**config.mk**
```make
export PLATFORM = sky130hd
export DESIGN_NAME = ambient_light_block_ema_smoother
export DESIGN_NICKNAME = d
export VERILOG_FILES = /design/src/rtl/albema_pkg.sv /design/src/rtl/albema_front.sv /design/src/rtl/albema_queue.sv /design/src/rtl/albema_back.sv /design/src/rtl/ambient_light_block_ema_smoother.sv
export SDC_FILE = /design/constraint.sdc
export NUM_CORES = 2
export LEC_CHECK = 0
export ABC_CLOCK_PERIOD_IN_PS = 8700
export BUFFER_PORTS_ARGS = -buffer_cell sky130_fd_sc_hd__buf_2
export CELL_PAD_IN_SITES_DETAIL_PLACEMENT = 1
export CELL_PAD_IN_SITES_GLOBAL_PLACEMENT = 1
export CORE_AREA = 2 2 335 337
export DETAILED_ROUTE_END_ITERATION = 8
export DIE_AREA = 0 0 337 339
export PLACE_DENSITY = 0.74
export SETUP_SLACK_MARGIN = 0.1
export SLEW_MARGIN = 10
export SYNTH_ARGS = -nofsm -noshare
export SYNTH_HDL_FRONTEND = slang
export SYNTH_SLANG_ARGS = --single-unit
```
**constraint.sdc**
```tcl
create_clock -name clock -period 8.7 [get_ports clock]
set_input_delay 0.87 -clock clock [delete_from_list [all_inputs] [get_ports clock]]
set_output_delay 0.87 -clock clock [all_outputs]
set_load 0.01 [all_outputs]
```
**src/rtl/albema_pkg.sv**
```systemverilog
package albema_pkg;

   localparam int LUX_W = 20;
   localparam int BLOCK_LENGTH = 20;
   localparam int BLOCKS_PER_PERIOD = 5;
   localparam int QUEUE_DEPTH = 4;

   localparam int SHIFT_W = 4;
   localparam int LEVEL_W = 3;
   localparam int CSR_INDEX_W = 3;
   localparam int CSR_DATA_W = LUX_W;

   localparam int QPTR_W = $clog2(QUEUE_DEPTH);
   localparam int QCNT_W = $clog2(QUEUE_DEPTH + 1);

   localparam int SAMPLE_CNT_W = $clog2(BLOCK_LENGTH + 1);
   localparam int BLOCK_CNT_W = $clog2(BLOCKS_PER_PERIOD + 1);

   localparam int BLK_SH = $clog2(BLOCK_LENGTH);
   localparam int BLK_SUM_W = LUX_W + BLK_SH;
   localparam int BLK_RECIP_W = BLK_SUM_W + 1;
   localparam logic [BLK_RECIP_W-1:0] BLK_RECIP =
      BLK_RECIP_W'((64'd1 << (BLK_SUM_W + BLK_SH)) / BLOCK_LENGTH + 1);
   localparam int BLK_PROD_W = BLK_SUM_W + BLK_RECIP_W;

   localparam int PER_SH = $clog2(BLOCKS_PER_PERIOD);
   localparam int PER_SUM_W = LUX_W + PER_SH;
   localparam int PER_RECIP_W = PER_SUM_W + 1;
   localparam logic [PER_RECIP_W-1:0] PER_RECIP =
      PER_RECIP_W'((64'd1 << (PER_SUM_W + PER_SH)) / BLOCKS_PER_PERIOD + 1);
   localparam int PER_PROD_W = PER_SUM_W + PER_RECIP_W;

   localparam logic [LEVEL_W-1:0] LEVEL_0 = 3'd0;
   localparam logic [LEVEL_W-1:0] LEVEL_1 = 3'd1;
   localparam logic [LEVEL_W-1:0] LEVEL_2 = 3'd2;
   localparam logic [LEVEL_W-1:0] LEVEL_3 = 3'd3;
   localparam logic [LEVEL_W-1:0] LEVEL_4 = 3'd4;

   typedef enum logic [CSR_INDEX_W-1:0] {
      CSR_EMA_SHIFT        = 3'd0,
      CSR_THRESHOLD_LEVEL4 = 3'd1,
      CSR_THRESHOLD_LEVEL3 = 3'd2,
      CSR_THRESHOLD_LEVEL2 = 3'd3,
      CSR_THRESHOLD_LEVEL1 = 3'd4
   } csr_index_type;

   typedef struct packed {
      logic [SHIFT_W-1:0] ema_shift;
      logic [LUX_W-1:0]   threshold_level4;
      logic [LUX_W-1:0]   threshold_level3;
      logic [LUX_W-1:0]   threshold_level2;
      logic [LUX_W-1:0]   threshold_level1;
   } cfg_type;

   typedef struct packed {
      logic                 blk_done;
      logic [BLK_SUM_W-1:0] blk_sum;
   } front_beat_type;

endpackage

```
**src/rtl/albema_front.sv**
```systemverilog
module albema_front (
   input  logic                              clock,
   input  logic                              reset,
   input  logic                              accept,
   input  logic [albema_pkg::LUX_W-1:0]      sample_lux,
   output albema_pkg::front_beat_type        beat
);

   logic [albema_pkg::BLK_SUM_W-1:0]    acc_ff, acc_in;
   logic [albema_pkg::SAMPLE_CNT_W-1:0] cnt_ff, cnt_in;
   logic [albema_pkg::BLK_SUM_W-1:0]    sum;
   logic                                done;

   always_comb begin
      sum = acc_ff + albema_pkg::BLK_SUM_W'(sample_lux);
      done = (cnt_ff == albema_pkg::SAMPLE_CNT_W'(albema_pkg::BLOCK_LENGTH - 1));
      beat.blk_done = done;
      beat.blk_sum = sum;
      acc_in = acc_ff;
      cnt_in = cnt_ff;
      if (accept) begin
         if (done) begin
            acc_in = '0;
            cnt_in = '0;
         end else begin
            acc_in = sum;
            cnt_in = cnt_ff + 1'b1;
         end
      end
   end

   always_ff @(posedge clock) begin
      if (reset) begin
         acc_ff <= '0;
         cnt_ff <= '0;
      end else begin
         acc_ff <= acc_in;
         cnt_ff <= cnt_in;
      end
   end

endmodule

```
**src/rtl/albema_queue.sv**
```systemverilog
module albema_queue (
   input  logic                       clock,
   input  logic                       reset,
   input  logic                       push,
   input  albema_pkg::front_beat_type push_beat,
   output logic                       full,
   input  logic                       pop,
   output logic                       empty,
   output albema_pkg::front_beat_type head_beat
);

   albema_pkg::front_beat_type slot_ff [albema_pkg::QUEUE_DEPTH];
   logic [albema_pkg::QPTR_W-1:0] wr_ptr_ff, wr_ptr_in;
   logic [albema_pkg::QPTR_W-1:0] rd_ptr_ff, rd_ptr_in;
   logic [albema_pkg::QCNT_W-1:0] count_ff, count_in;

   always_comb begin
      full = (count_ff == albema_pkg::QCNT_W'(albema_pkg::QUEUE_DEPTH));
      empty = (count_ff == '0);
      head_beat = slot_ff[rd_ptr_ff];
      wr_ptr_in = wr_ptr_ff;
      rd_ptr_in = rd_ptr_ff;
      count_in = count_ff;
      if (push) begin
         wr_ptr_in = (wr_ptr_ff == albema_pkg::QPTR_W'(albema_pkg::QUEUE_DEPTH - 1))
                     ? '0 : wr_ptr_ff + 1'b1;
      end
      if (pop) begin
         rd_ptr_in = (rd_ptr_ff == albema_pkg::QPTR_W'(albema_pkg::QUEUE_DEPTH - 1))
                     ? '0 : rd_ptr_ff + 1'b1;
      end
      if (push && !pop) begin
         count_in = count_ff + 1'b1;
      end else if (pop && !push) begin
         count_in = count_ff - 1'b1;
      end
   end

   always_ff @(posedge clock) begin
      if (push) begin
         slot_ff[wr_ptr_ff] <= push_beat;
      end
   end

   always_ff @(posedge clock) begin
      if (reset) begin
         wr_ptr_ff <= '0;
         rd_ptr_ff <= '0;
         count_ff <= '0;
      end else begin
         wr_ptr_ff <= wr_ptr_in;
         rd_ptr_ff <= rd_ptr_in;
         count_ff <= count_in;
      end
   end

endmodule

```
**src/rtl/albema_back.sv**
```systemverilog
module albema_back (
   input  logic                             clock,
   input  logic                             reset,
   input  albema_pkg::cfg_type              cfg,
   input  logic                             q_empty,
   input  albema_pkg::front_beat_type       q_head,
   output logic                             q_pop,
   output logic                             rsp_valid,
   input  logic                             rsp_stall,
   output logic                             rsp_publish,
   output logic [albema_pkg::LUX_W-1:0]     rsp_smoothed_lux,
   output logic                             rsp_smoothed_valid,
   output logic [albema_pkg::LUX_W-1:0]     rsp_period_average,
   output logic [albema_pkg::LEVEL_W-1:0]   rsp_light_level
);

   logic advance;

   // Stage one: block average.
   logic [albema_pkg::BLK_PROD_W-1:0] blk_prod;
   logic                              s1_valid_ff, s1_valid_in;
   logic                              s1_done_ff;
   logic [albema_pkg::LUX_W-1:0]      s1_avg_ff;

   // Stage two: filter and period bookkeeping.
   logic [albema_pkg::LUX_W-1:0]       filter_ff, filter_in;
   logic                               loaded_ff, loaded_in;
   logic [albema_pkg::PER_SUM_W-1:0]   per_acc_ff, per_acc_in;
   logic [albema_pkg::BLOCK_CNT_W-1:0] blk_cnt_ff, blk_cnt_in;
   logic [albema_pkg::PER_SUM_W-1:0]   per_sum;
   logic                               per_done;
   logic [albema_pkg::LUX_W-1:0]       diff;
   logic [albema_pkg::LUX_W-1:0]       step;
   logic                               s2_valid_ff;
   logic                               s2_publish_ff, s2_publish_in;
   logic [albema_pkg::PER_SUM_W-1:0]   s2_per_sum_ff;
   logic [albema_pkg::LUX_W-1:0]       s2_filter_ff;
   logic                               s2_loaded_ff;

   // Output stage.
   logic [albema_pkg::PER_PROD_W-1:0] per_prod;
   logic [albema_pkg::LEVEL_W-1:0]    level;
   logic                              rsp_valid_ff;
   logic                              rsp_publish_ff;
   logic [albema_pkg::LUX_W-1:0]      rsp_smoothed_lux_ff;
   logic                              rsp_smoothed_valid_ff;
   logic [albema_pkg::LUX_W-1:0]      rsp_period_average_ff;
   logic [albema_pkg::LEVEL_W-1:0]    rsp_light_level_ff;

   assign advance = !rsp_valid_ff || !rsp_stall;
   assign q_pop = advance && !q_empty;
   assign s1_valid_in = q_pop;

   assign blk_prod = albema_pkg::BLK_PROD_W'(q_head.blk_sum)
                   * albema_pkg::BLK_PROD_W'(albema_pkg::BLK_RECIP);

   always_comb begin
      filter_in = filter_ff;
      loaded_in = loaded_ff;
      per_acc_in = per_acc_ff;
      blk_cnt_in = blk_cnt_ff;
      s2_publish_in = 1'b0;
      per_sum = per_acc_ff + albema_pkg::PER_SUM_W'(s1_avg_ff);
      per_done = (blk_cnt_ff == albema_pkg::BLOCK_CNT_W'(albema_pkg::BLOCKS_PER_PERIOD - 1));
      diff = '0;
      step = '0;
      if (s1_valid_ff && s1_done_ff) begin
         if (!loaded_ff) begin
            filter_in = s1_avg_ff;
            loaded_in = 1'b1;
         end else if (s1_avg_ff >= filter_ff) begin
            diff = s1_avg_ff - filter_ff;
            step = diff >> cfg.ema_shift;
            filter_in = filter_ff + step;
         end else begin
            // Arithmetic shift of a negative difference rounds toward minus infinity.
            diff = filter_ff - s1_avg_ff;
            step = ((diff - 1'b1) >> cfg.ema_shift) + 1'b1;
            filter_in = filter_ff - step;
         end
         if (per_done) begin
            per_acc_in = '0;
            blk_cnt_in = '0;
            s2_publish_in = 1'b1;
         end else begin
            per_acc_in = per_sum;
            blk_cnt_in = blk_cnt_ff + 1'b1;
         end
      end
   end

   assign per_prod = albema_pkg::PER_PROD_W'(s2_per_sum_ff)
                   * albema_pkg::PER_PROD_W'(albema_pkg::PER_RECIP);

   always_comb begin
      if (s2_filter_ff > cfg.threshold_level4) begin
         level = albema_pkg::LEVEL_4;
      end else if (s2_filter_ff > cfg.threshold_level3) begin
         level = albema_pkg::LEVEL_3;
      end else if (s2_filter_ff > cfg.threshold_level2) begin
         level = albema_pkg::LEVEL_2;
      end else if (s2_filter_ff > cfg.threshold_level1) begin
         level = albema_pkg::LEVEL_1;
      end else begin
         level = albema_pkg::LEVEL_0;
      end
   end

   always_ff @(posedge clock) begin
      if (advance) begin
         s1_done_ff <= q_head.blk_done;
         s1_avg_ff <= blk_prod[albema_pkg::BLK_SUM_W + albema_pkg::BLK_SH +: albema_pkg::LUX_W];
         s2_publish_ff <= s2_publish_in;
         s2_per_sum_ff <= per_sum;
         s2_filter_ff <= filter_in;
         s2_loaded_ff <= loaded_in;
         rsp_publish_ff <= s2_publish_ff;
         rsp_smoothed_lux_ff <= s2_loaded_ff ? s2_filter_ff : '0;
         rsp_smoothed_valid_ff <= s2_loaded_ff;
         rsp_period_average_ff <= s2_publish_ff
            ? per_prod[albema_pkg::PER_SUM_W + albema_pkg::PER_SH +: albema_pkg::LUX_W]
            : '0;
         rsp_light_level_ff <= s2_loaded_ff ? level : albema_pkg::LEVEL_0;
      end
   end

   always_ff @(posedge clock) begin
      if (reset) begin
         s1_valid_ff <= 1'b0;
         s2_valid_ff <= 1'b0;
         rsp_valid_ff <= 1'b0;
         filter_ff <= '0;
         loaded_ff <= 1'b0;
         per_acc_ff <= '0;
         blk_cnt_ff <= '0;
      end else if (advance) begin
         s1_valid_ff <= s1_valid_in;
         s2_valid_ff <= s1_valid_ff;
         rsp_valid_ff <= s2_valid_ff;
         filter_ff <= filter_in;
         loaded_ff <= loaded_in;
         per_acc_ff <= per_acc_in;
         blk_cnt_ff <= blk_cnt_in;
      end
   end

   assign rsp_valid = rsp_valid_ff;
   assign rsp_publish = rsp_publish_ff;
   assign rsp_smoothed_lux = rsp_smoothed_lux_ff;
   assign rsp_smoothed_valid = rsp_smoothed_valid_ff;
   assign rsp_period_average = rsp_period_average_ff;
   assign rsp_light_level = rsp_light_level_ff;

endmodule

```
**src/rtl/ambient_light_block_ema_smoother.sv**
```systemverilog
// Channel   Direction  Handshake          Payload
// req_      in         req_valid/stall    sample_lux
// rsp_      out        rsp_valid/stall    publish, smoothed_lux, smoothed_valid,
//                                         period_average, light_level
// csr_      in         csr_write_enable   csr_index, csr_write_data
//
// One beat is accepted per cycle while req_stall is low; after its beat leaves the
// four-entry queue, each result passes the block divide, filter and output register stages.
// Reset is synchronous and clears counters, sums, the filter and the queue.
// A stalled result holds the back pipeline; the queue absorbs up to four beats
// before req_stall rises.
module ambient_light_block_ema_smoother (
   input  logic                                  clock,
   input  logic                                  reset,
   input  logic                                  req_valid,
   output logic                                  req_stall,
   input  logic [albema_pkg::LUX_W-1:0]          req_sample_lux,
   output logic                                  rsp_valid,
   input  logic                                  rsp_stall,
   output logic                                  rsp_publish,
   output logic [albema_pkg::LUX_W-1:0]          rsp_smoothed_lux,
   output logic                                  rsp_smoothed_valid,
   output logic [albema_pkg::LUX_W-1:0]          rsp_period_average,
   output logic [albema_pkg::LEVEL_W-1:0]        rsp_light_level,
   input  logic                                  csr_write_enable,
   input  logic [albema_pkg::CSR_INDEX_W-1:0]    csr_index,
   input  logic [albema_pkg::CSR_DATA_W-1:0]     csr_write_data
);

   albema_pkg::cfg_type        cfg_ff, cfg_in;
   albema_pkg::front_beat_type front_beat;
   albema_pkg::front_beat_type head_beat;
   logic                       q_full;
   logic                       q_empty;
   logic                       q_pop;
   logic                       accept;

   assign req_stall = q_full;
   assign accept = req_valid && !q_full;

   always_comb begin
      cfg_in = cfg_ff;
      if (csr_write_enable) begin
         unique case (csr_index)
            albema_pkg::CSR_EMA_SHIFT:
               cfg_in.ema_shift = csr_write_data[albema_pkg::SHIFT_W-1:0];
            albema_pkg::CSR_THRESHOLD_LEVEL4:
               cfg_in.threshold_level4 = csr_write_data[albema_pkg::LUX_W-1:0];
            albema_pkg::CSR_THRESHOLD_LEVEL3:
               cfg_in.threshold_level3 = csr_write_data[albema_pkg::LUX_W-1:0];
            albema_pkg::CSR_THRESHOLD_LEVEL2:
               cfg_in.threshold_level2 = csr_write_data[albema_pkg::LUX_W-1:0];
            albema_pkg::CSR_THRESHOLD_LEVEL1:
               cfg_in.threshold_level1 = csr_write_data[albema_pkg::LUX_W-1:0];
            default: cfg_in = cfg_ff;
         endcase
      end
   end

   always_ff @(posedge clock) begin
      if (reset) begin
         cfg_ff.ema_shift <= albema_pkg::SHIFT_W'(1);
         cfg_ff.threshold_level4 <= albema_pkg::LUX_W'(16000);
         cfg_ff.threshold_level3 <= albema_pkg::LUX_W'(8000);
         cfg_ff.threshold_level2 <= albema_pkg::LUX_W'(1600);
         cfg_ff.threshold_level1 <= albema_pkg::LUX_W'(320);
      end else begin
         cfg_ff <= cfg_in;
      end
   end

   albema_front u_front (
      .clock      (clock),
      .reset      (reset),
      .accept     (accept),
      .sample_lux (req_sample_lux),
      .beat       (front_beat)
   );

   albema_queue u_queue (
      .clock     (clock),
      .reset     (reset),
      .push      (accept),
      .push_beat (front_beat),
      .full      (q_full),
      .pop       (q_pop),
      .empty     (q_empty),
      .head_beat (head_beat)
   );

   albema_back u_back (
      .clock              (clock),
      .reset              (reset),
      .cfg                (cfg_ff),
      .q_empty            (q_empty),
      .q_head             (head_beat),
      .q_pop              (q_pop),
      .rsp_valid          (rsp_valid),
      .rsp_stall          (rsp_stall),
      .rsp_publish        (rsp_publish),
      .rsp_smoothed_lux   (rsp_smoothed_lux),
      .rsp_smoothed_valid (rsp_smoothed_valid),
      .rsp_period_average (rsp_period_average),
      .rsp_light_level    (rsp_light_level)
   );

`ifndef SYNTH
   assert property (@(posedge clock) disable iff (reset)
      rsp_valid && rsp_publish |-> rsp_smoothed_valid)
      else $error("Publish seen before the filter was loaded.");

   assert property (@(posedge clock) disable iff (reset)
      rsp_valid && !rsp_publish |-> rsp_period_average == '0)
      else $error("Period average is nonzero outside a publish.");

   assert property (@(posedge clock) disable iff (reset)
      rsp_valid && !rsp_smoothed_valid |-> rsp_smoothed_lux == '0 && rsp_light_level == '0)
      else $error("Filter output is nonzero before the filter was loaded.");

   assert property (@(posedge clock) disable iff (reset)
      rsp_valid |-> rsp_light_level <= albema_pkg::LEVEL_4)
      else $error("Light level is out of range.");
`endif

endmodule
```
Yosys cells after proc, flatten, opt, wreduce, memory -nomap -nowiden
Memories as Yosys holds them, arrays and structs flattened. A register that Yosys moved wholly into a read port is not among the register bits.
Cells that the tools add are included.
- register bits: 282
- bits in writable memories: 104
- input bits: 48
- word-level logic and storage cells: 106
- memories: 1
- memory list (name ; words ; width ; rd ports ; clocked after Yosys merged registers in ; wr ports ; line ; RTL):
    u_queue.slot_ff ; 4 ; 26 ; 1 ; 1 ; 1 ; albema_queue.sv:12 ; albema_pkg::front_beat_type slot_ff [albema_pkg::QUEUE_DEPTH];
- add/subtract/negate cells: 14
- multiply operators: 2
- magnitude comparators: 5
- eq/ne operators: 9
- shifts and indexed selects: 2
- multiplexer cells: 21
- bitwise gates (word level): 1
- reductions and logical operators: 22
- operators by type and width (operator ; count):
    $gt A20 B20 Y1 ; 4
    $mux W20 ; 3
    $sub A20 B20 Y20 ; 3
    $mul A25 B24 Y48 const B ; 1
    $mul A23 B24 Y46 const B ; 1
    $shr A20 B4 Y20 ; 2
    $add A25 B20 Y25 ; 1
    $mux W25 ; 1
    $add A23 B20 Y23 ; 1
    $mux W23 ; 1
    $add A20 B1 Y20 const B ; 1
    $add A20 B20 Y20 ; 1
    $ge A20 B20 Y1 ; 1
    $sub A20 B1 Y20 const B ; 1
    $mux W3 ; 6
    $reduce_and A2 Y1 ; 6
    $eq A3 B3 Y1 const B ; 3
    $mux W2 ; 4
    $add A3 B1 Y3 const B ; 2
    $eq A3 B2 Y1 const B ; 2
    $logic_not A1 Y1 ; 6
    $logic_not A3 Y1 ; 2
    $add A5 B1 Y5 const B ; 1
    $eq A5 B5 Y1 const B ; 1
    11 further kinds ; 21

Depth between registers and ports, before layout
- depth after elaboration: 8
- gate-level depth with buffers: 29
- gate-level depth less buffers: 28

By module
A second synthesis with hierarchy kept.
- cells, all modules: 4217
- area, all modules: 41866.4 µm²
- modules (own cells, without submodules) (module ; times used ; cells an instance ; area each (µm²)):
    albema_back ; 1 ; 3446 ; 31943.1
    albema_queue ; 1 ; 180 ; 4237.8
    ambient_light_block_ema_smoother ; 1 ; 312 ; 3369.5
    albema_front ; 1 ; 279 ; 2316.0

Worst setup path before layout
Ideal clock, no wire load.
- path type: register -> register
- start: register (tool-made name)
- end: register u_back.s1_avg_ff[14] in the netlist's numbering, data pin
- arrival: 7.150 ns
- setup slack: 1.292 ns
- cell stages (with the launch flop): 27
- period minus slack after synthesis: 7.408 ns
- path through: dfxtp_1 > buf_4 > buf_1 > mux4_2 > ha_1 > xor2_1 > ha_1 > or2_2 > fa_1 > inv_1 > fa_1 > inv_1 > fa_1 > fa_1 > fa_1 > ha_1 > and4_1 > nand2_1 > o22a_1 > a21oi_1 > a211oi_4 > a211oi_4 > o211ai_2 > a21boi_1 > o21a_1 > nor2_1 > xnor2_1
- RTL lines (element ; line ; RTL):
    end signal, assigned ; albema_back.sv:112 ; s1_avg_ff <= blk_prod[albema_pkg::BLK_SUM_W + albema_pkg::BLK_SH +: albema_pkg::LUX_W];
    end, declared ; albema_back.sv:23 ; logic [albema_pkg::LUX_W-1:0] s1_avg_ff;

==> impl_metrics.yaml <==
critical_path:
  critical_path_class: "flop to flop"
  cp_data_arrival_time_ps: 8170
  worstReg2RegEnd: "u_back.s1_avg_ff[14]$_DFFE_PP_"
  path_max_fanout: 20
  worstSetupStartpointType: "flop"
  worstPathRequired_ps: 9090
  r2r_setup_slack_ps: 930
  reg2reg_depth: 25
  worst_setup_path_end_kind: "flop"
sta:
  fmax_ghz: 0.129
  hold_viol: 0
  rsz0062_at_grt: "no"
  setup_tns_ps: 0
  max_slew_margin_pct: 20.7
  fin_skew_ps: 64.5
  finalSetupViolations: 0
  worstMarginPinSlew_ps: 1190
  fin_crit_sh_pct: 89.3
  drv_slew: 0
  period_needed_ps: 7770
min_path:
  hold_depth: 2
  hold-path-endpoint: "cfg_ff[2]$_SDFFE_PP0P_"
  worstHoldStart: "cfg_ff[2]$_SDFFE_PP0P_"
  min_path_type: "flop to flop"
job:
  maxCapViolations: 0
detailed_routing:
  drtIter0Drc: 1437
  drc: 0
  drtPass1Iterations: 5
  drtAntennaViolNets: 0
  vias: 29200
  routedWlPerCell_um: 20.0
  routed_via_density: 5.13
  wl_um: 114000
logic_synthesis:
  synth_top_cell_by_area: "ha_1"
  syn-num-nets: 5203
  synth_area_um2: 40600
  ys_warn_count: 0
  synthTopCellsByCount: "inv_1, ha_1, fa_1"
  syn-instance-count: 4112
  synth_top_area_share_pct: 20.5
  synth.most_common_cell: "inv_1"
  yosys_register_bits: 388
  dominantRegCellSynth: "edfxtp_1"
  synth-edff-count: 215
  synth_area_leaders: "ha_1, fa_1, edfxtp_1"
  synthArstFlopShare_pct: 0
  synth_cell_types: 99
  syn_area_per_cell_um2: 9.88
  seq_area_frac_synth_pct: 24.4
grt:
  grt_pass1_wl_um: 181000
  grt.overflow.total: 0
  grt_util_met2_pct: 35.3
  grt_busiest_layer: "met2"
  antenna_found_initial: 1
  grt_usage_pct: 20.1
  grt_max_degree: 84
  grtUsageMet1_pct: 26.9
  met3_usage_pct: 1.70
  grt_pass1_vias: 32200
outcome:
  status: "completed"
die:
  dieArea_um2: 114000
  core-area_um2: 110000
  die_w_um: 337
  row_count: 122
  io_pins: 95
  die_h_um: 339
  initial_core_util_pct: 36.8
cts:
  post-cts-setup-buffers: 0
  clkTransAtPathRegs_ps: 60
  cts_made_buffers: 47
  htreeDepth: 2
  clkLatencyLatePin_ps: 650
  cts.sinks: 388
  cts_buffer_depth: 3
  post_cts_resized: 0
  holdBufCountCts: 0
  cts-root-buf: "clkbuf_16"
  cts_tree: "built"
placed_design:
  dp_cells: 5609
  hpwlAfterDp_um: 94600
  portBuffers: 94
  place.gp.congestion: 0.907
layout:
  drive_above_1_share_pct: 7.32
  fin_nets: 5261
  final_cells: 5697
  num_antenna_cells: 0
  area_delta_synth_final_pct: 9.15
==> cell usage in the layout (no fill, tap or decap), types with 9 or more instances in the layout <==
cell type / count
a211oi_1: 34
a21o_1: 78
a21oi_1: 286
a22oi_1: 37
a31oi_1: 9
and2_1: 53
and3_1: 14
buf_2: 93
buf_4: 23
clkbuf_1: 16
clkbuf_16: 50
dfxtp_1: 172
edfxtp_1: 215
fa_1: 379
ha_1: 664
inv_1: 764
mux2_2: 22
mux2i_1: 50
mux4_2: 31
nand2_1: 292
nand2b_1: 26
nand3_1: 36
nand3b_1: 9
nand4_1: 36
nor2_1: 213
nor2b_1: 25
nor3_1: 29
o211ai_1: 33
o21a_1: 27
o21ai_0: 103
o21ai_1: 14
o21bai_1: 23
o221ai_1: 10
o22ai_1: 11
or2_2: 10
or3_1: 11
xnor2_1: 103
xor2_1: 52
==> cell type report <==
class | count | area (µm²)
timing repair buffer | 117 | 649
inverter | 768 | 2890
sequential | 388 | 9920
tap | 1488 | 1860
multi-input combinational | 2848 | 27400
clock inverter | 16 | 238
clock buffer | 72 | 1390
fill | 12600 | 66000
==> through the flow <==
step	hold WS (ps)	util (%)	setup slack, ps	instance area, µm²
3_3_place_gp	440	38.7	989	42700
5_1_grt	481	40.2	425	44300
4_1_cts	457	40.2	826	44300
2_1_floorplan	432	-	1290	40600
3_5_place_dp	449	38.7	757	42700
6_report	455	40.2	927	44300
==> worst max-delay path, cell delays in order, from the launching register on <==
cell	delay (ps)
dfxtp_2	780
mux4_2	740
ha_1	440
xor2_1	200
ha_1	320
fa_1	510
ha_1	130
inv_1	50
fa_1	530
inv_1	50
fa_1	490
inv_1	50
fa_1	530
inv_1	40
ha_1	280
nand4_1	140
nor4_1	380
nand3_1	190
a31oi_2	370
a211oi_4	160
a211oi_4	390
o211ai_2	120
a21boi_1	260
o21a_1	170
nor2_1	50
xnor2_1	130
==> metal layers <==
layer | wire length (µm) | up-vias
met3 | 2800 | 117
met4 | 2090 | 0
met1 | 53000 | 14800
li1 | - | 14000
met2 | 56200 | 394
met5 | 0 | -
==> worst max path at each step <==
stage	to	cells after the start	slack [ps]	start
finish	u_back.s1_avg_ff[14]$_DFFE_PP_	25	930	flop
global placement	u_back.s1_avg_ff[14]$_DFFE_PP_	25	990	flop
global route	u_back.s1_avg_ff[14]$_DFFE_PP_	25	430	flop
CTS	u_back.s1_avg_ff[14]$_DFFE_PP_	25	830	flop
floorplan	u_back.s1_avg_ff[14]$_DFFE_PP_	26	1290	flop
detailed placement	u_back.s1_avg_ff[14]$_DFFE_PP_	25	760	flop
==> registers in the layout (all words and copies together), names as in the netlist, 2 cells and up, named ones only <==
signal                     count
cfg_ff                        84
u_back.blk_cnt_ff              3
u_back.filter_ff              20
u_back.per_acc_ff             23
u_back.rsp_light_level         3
u_back.rsp_period_average     20
u_back.rsp_smoothed_lux       20
u_back.s1_avg_ff              20
u_back.s2_filter_ff           20
u_back.s2_per_sum_ff          23
u_front.acc_ff                25
u_front.cnt_ff                 5
u_queue.count_ff               3
u_queue.rd_ptr_ff              2
u_queue.slot_ff              104
u_queue.wr_ptr_ff              2
==> cells by family (layout without fill, tap and decap cells) <==
family / after synthesis / count (layout) / synth area share [%]
simple gates: 784 / 784 / 8.94
mux: 104 / 104 / 3.59
flops: 388 / 388 / 24.4
fa+ha+maj: 1043 / 1043 / 39.1
compound gates: 761 / 761 / 12.3
buf+inv: 876 / 973 / 8.20
xor+xnor: 156 / 156 / 3.38
Power is left out: the tool's default activity adds up to more than one toggle a clock period on the data nets, which glitch-free logic cannot reach.
